<file path="src/rtl/ctlm_ram.sv">
// ----------------------------------------------------------------------------
// ctlm_ram
// generic simple dual port ram, one write and one registered read port
// ----------------------------------------------------------------------------
module ctlm_ram #(
   parameter int WIDTH = 8,
   parameter int DEPTH = 16
) (
   input  logic                     clock,
   input  logic                     wr_en,
   input  logic [$clog2(DEPTH)-1:0] wr_addr,
   input  logic [WIDTH-1:0]         wr_data,
   input  logic [$clog2(DEPTH)-1:0] rd_addr,
   output logic [WIDTH-1:0]         rd_data
);
   logic [WIDTH-1:0] mem [DEPTH];
   logic [WIDTH-1:0] rd_data_ff;

   always_ff @(posedge clock) begin
      if (wr_en) begin
         mem[wr_addr] <= wr_data;
      end
      rd_data_ff <= mem[rd_addr];
   end

   assign rd_data = rd_data_ff;
endmodule

</file>
<file path="config.mk">
export PLATFORM = sky130hd
export DESIGN_NAME = ctlm_ram
export DESIGN_NICKNAME = d
export VERILOG_FILES = /design/src/rtl/ctlm_ram.sv
export SDC_FILE = /design/constraint.sdc
export NUM_CORES = 1
export LEC_CHECK = 0
export ABC_AREA = 1
export ABC_CLOCK_PERIOD_IN_PS = 2020
export BUFFER_PORTS_ARGS = -buffer_cell sky130_fd_sc_hd__buf_2
export CORE_MARGIN = 4
export CORE_UTILIZATION = 55
export DETAILED_ROUTE_END_ITERATION = 12
export PLACE_DENSITY_LB_ADDON = 0.12
export RECOVER_POWER = 25
export SLEW_MARGIN = 5
export SYNTH_ARGS = -nofsm -noshare
export SYNTH_HDL_FRONTEND = slang
export SYNTH_SLANG_ARGS = --single-unit
</file>
<file path="constraint.sdc">
create_clock -name clock -period 2.02 [get_ports clock]
set_input_delay 0 -clock clock [delete_from_list [all_inputs] [get_ports clock]]
set_output_delay 0 -clock clock [all_outputs]
set_load 0.05 [all_outputs]
</file>
==> load_flow_metrics.sql <==
INSERT INTO impl_metrics (metric_group, metric, value, unit) VALUES
('cells_and_area', 'final.fill_count', '819', ''),
('placement', 'gp_congestion', '0.818', ''),
('timing', 'relSlewSlack', '38.8', '%'),
('route', 'avgViaCountPerCell', '5.06', ''),
('timing', 'fin_ws', '0.272', 'ns'),
('cells_and_area', 'layout.cells.most_common', 'sky130_fd_sc_hd__nand2_1', ''),
('route', 'detail_route.wirelength.met1', '5240', 'um'),
('timing', 'worst_slew_pin_slew', '0.917', 'ns'),
('route', 'num_vias', '3737', ''),
('route', 'top_layer_used', 'met4', ''),
('cells_and_area', 'finish.net_count', '607', ''),
('timing', 'finalCritPeriodShare', '86.5', '%'),
('cells_and_area', 'end_of_flow_core_utilization', '64.5', '%'),
('worst_setup_path', 'criticalPathCategory', 'in2reg', ''),
('route', 'routedWlPerCell', '17.0', 'um'),
('worst_setup_path', 'r2r_setup_slack', '0.52', 'ns'),
('worst_setup_path', 'critPathArrivalTime', '2.17', 'ns'),
('timing', 'finalHoldViolations', '0', ''),
('worst_setup_path', 'endpoint_kind', 'register', ''),
('min_path', 'hp-start', 'wr_en', ''),
('synthesis', 'post_synth_fa_ha_maj_area_fraction', '0', '%'),
('synthesis', 'post_synth_main_area_contributors', 'sky130_fd_sc_hd__edfxtp_1, sky130_fd_sc_hd__nand2_1, sky130_fd_sc_hd__nand3_1', ''),
('worst_setup_path', 'critical_path.reg2reg.endpoint', 'rd_data[5]', ''),
('cells_and_area', 'layout_common_cells', 'sky130_fd_sc_hd__nand2_1, sky130_fd_sc_hd__edfxtp_1, sky130_fd_sc_hd__inv_1, sky130_fd_sc_hd__nand3_1, sky130_fd_sc_hd__buf_2', ''),
('power_and_ir_drop', 'vdd.ir_drop.worst', '615', 'uV'),
('placement', 'dpl.hpwl', '7580', 'um'),
('global_route', 'antenna_violations_before_repair', '0', ''),
('clock_network', 'postCtsSetupBuffers', '0', ''),
('min_path', 'worstHoldPathCells', '3', ''),
('synthesis', 'ys_ff_latch', '136', ''),
('clock_network', 'clock-root-buffer', 'sky130_fd_sc_hd__clkbuf_8', ''),
('synthesis', 'synthesis.instances', '551', ''),
('synthesis', 'syn_area', '0.00577', 'sq mm'),
('global_route', 'grt_usage', '23.2', '%'),
('status', 'outcome', 'finished clean', ''),
('timing', 'period_needed', '1.75', 'ns'),
('synthesis', 'synthesis.yosys.warnings', '0', ''),
('placement', 'dpl_worst_slack', '0.665', 'ns'),
('power_and_ir_drop', 'power.leakage', '0.00285', 'uW'),
('route', 'drtIter0Drc', '256', ''),
('worst_setup_path', 'source_of_the_worst_register_to_register_timing_path', 'mem[8][5]', ''),
('min_path', 'hold_end', 'mem[3][1]', ''),
('placement', 'place_inst', '695', ''),
('clock_network', 'cts-buffers-inserted', '17', ''),
('route', 'detail_route.drc_violations', '0', ''),
('timing', 'clock.fmax', '0.572', 'GHz'),
('route', 'detailedRoute.firstPassIterationCount', '5', ''),
('min_path', 'timing.hold.worst.class', 'in2reg', ''),
('synthesis', 'synth_compound_area_share', '0', '%'),
('synthesis', 'postSynthNetCount', '569', ''),
('die', 'num_rows', '37', ''),
('die', 'die_height', '110', 'um'),
('placement', 'port-buffer-count', '25', ''),
('clock_network', 'clkTransAtPathRegs', '0.06', 'ns'),
('worst_setup_path', 'worstRegToRegCells', '7', ''),
('route', 'ant_nets', '0', ''),
('synthesis', 'muxShareOfSynthArea', '0', '%'),
('global_route', 'overflow_left_after_global_routing', '0', ''),
('route', 'detailroute.wirelength.met3', '667', 'um'),
('timing', 'setup_viol_count_final', '0', ''),
('timing', 'fin_skew', '0.00813', 'ns'),
('clock_network', 'cts.sink_count', '136', ''),
('timing', 'grt_setup_unrepaired', 'no', ''),
('cells_and_area', 'insertedDiodeCount', '0', ''),
('synthesis', 'synthXorXnorAreaFrac', '0', '%'),
('die', 'floorplan.die.width', '110', 'um'),
('power_and_ir_drop', 'total_power', '6680', 'uW'),
('synthesis', 'synth_top_family_by_area', 'simple AND/OR/NAND/NOR gates', ''),
('die', 'core_area', '0.0103', 'sq mm'),
('power_and_ir_drop', 'powerDensity', '1010', 'mW/mm^2'),
('die', 'pin_count', '26', '');
## synth_stat cells
cell type and n:
sky130_fd_sc_hd__edfxtp_1 128, sky130_fd_sc_hd__nand3b_1 2, sky130_fd_sc_hd__inv_1 100, sky130_fd_sc_hd__buf_4 4
sky130_fd_sc_hd__nand3_1 97, sky130_fd_sc_hd__nor2_1 17, sky130_fd_sc_hd__inv_2 2, sky130_fd_sc_hd__nand2_1 173
sky130_fd_sc_hd__buf_2 13, sky130_fd_sc_hd__buf_1 1, sky130_fd_sc_hd__dfxtp_1 8, sky130_fd_sc_hd__buf_6 6
## through the flow
step / hold WS [ns] / area [sq um]
after floorplan: 0.0989 / 5770
after global placement: 0.371 / 5950
after detailed placement: 0.385 / 5950
after CTS: 0.0713 / 6640
after global routing: 0.121 / 6630
final: 0.0872 / 6630
## state kept, by name (all words and copies together) (netlist names)
name	cells
mem	128
rd_data	8
## kinds of logic (layout without fill, tap and decap cells)
| logic type | Yosys count | after routing |
|---|---|---|
| DFF | 136 | 136 |
| and+or+nand+nor | 289 | 289 |
| buffers and inverters | 126 | 177 |
## layout make-up
class	count	area [sq um]	area share, %
Clock buffer	22	433	6.53
Tap cell	136	170	2.57
Inverter	102	383	5.78
Clock inverter	10	151	2.28
Timing Repair Buffer	43	273	4.12
Sequential cell	136	4000	60.4
Multi-Input combinational cell	289	1210	18.3
## critical path, stage by stage
cell and delay, ns:
sky130_fd_sc_hd__dlygate4sd3_1 0.53, sky130_fd_sc_hd__buf_2 0.24, sky130_fd_sc_hd__inv_1 0.47, sky130_fd_sc_hd__nand3_1 0.19
sky130_fd_sc_hd__nand3_1 0.12, sky130_fd_sc_hd__dlygate4sd3_1 0.55, sky130_fd_sc_hd__nand2_1 0.05
## how the worst max path moves through the flow
stage,from,end,slack (ns),cells past startpoint
2_1_floorplan,wr_addr[2],mem[10][0],1.07,2
3_3_place_gp,wr_addr[2],mem[11][5],0.70,3
3_5_place_dp,wr_addr[2],mem[10][4],0.66,3
4_1_cts,rd_addr[2],rd_data[5],0.34,7
5_1_grt,rd_addr[2],rd_data[5],0.19,7
6_report,rd_addr[2],rd_data[5],0.27,7
## routing by layer
metal,GRT usage [%],up-vias
met2,38.3,122
met1,30.0,1744
li1,-,1849
met3,5.30,22
met5,0,-
met4,8.80,0
## report_power, final
group	switching (uW)	internal, uW
combinational	333	116
sequential	15.1	3160
clock	1070	1990
total	1420	5260
Note: power is estimated with default switching activity, not from simulation.
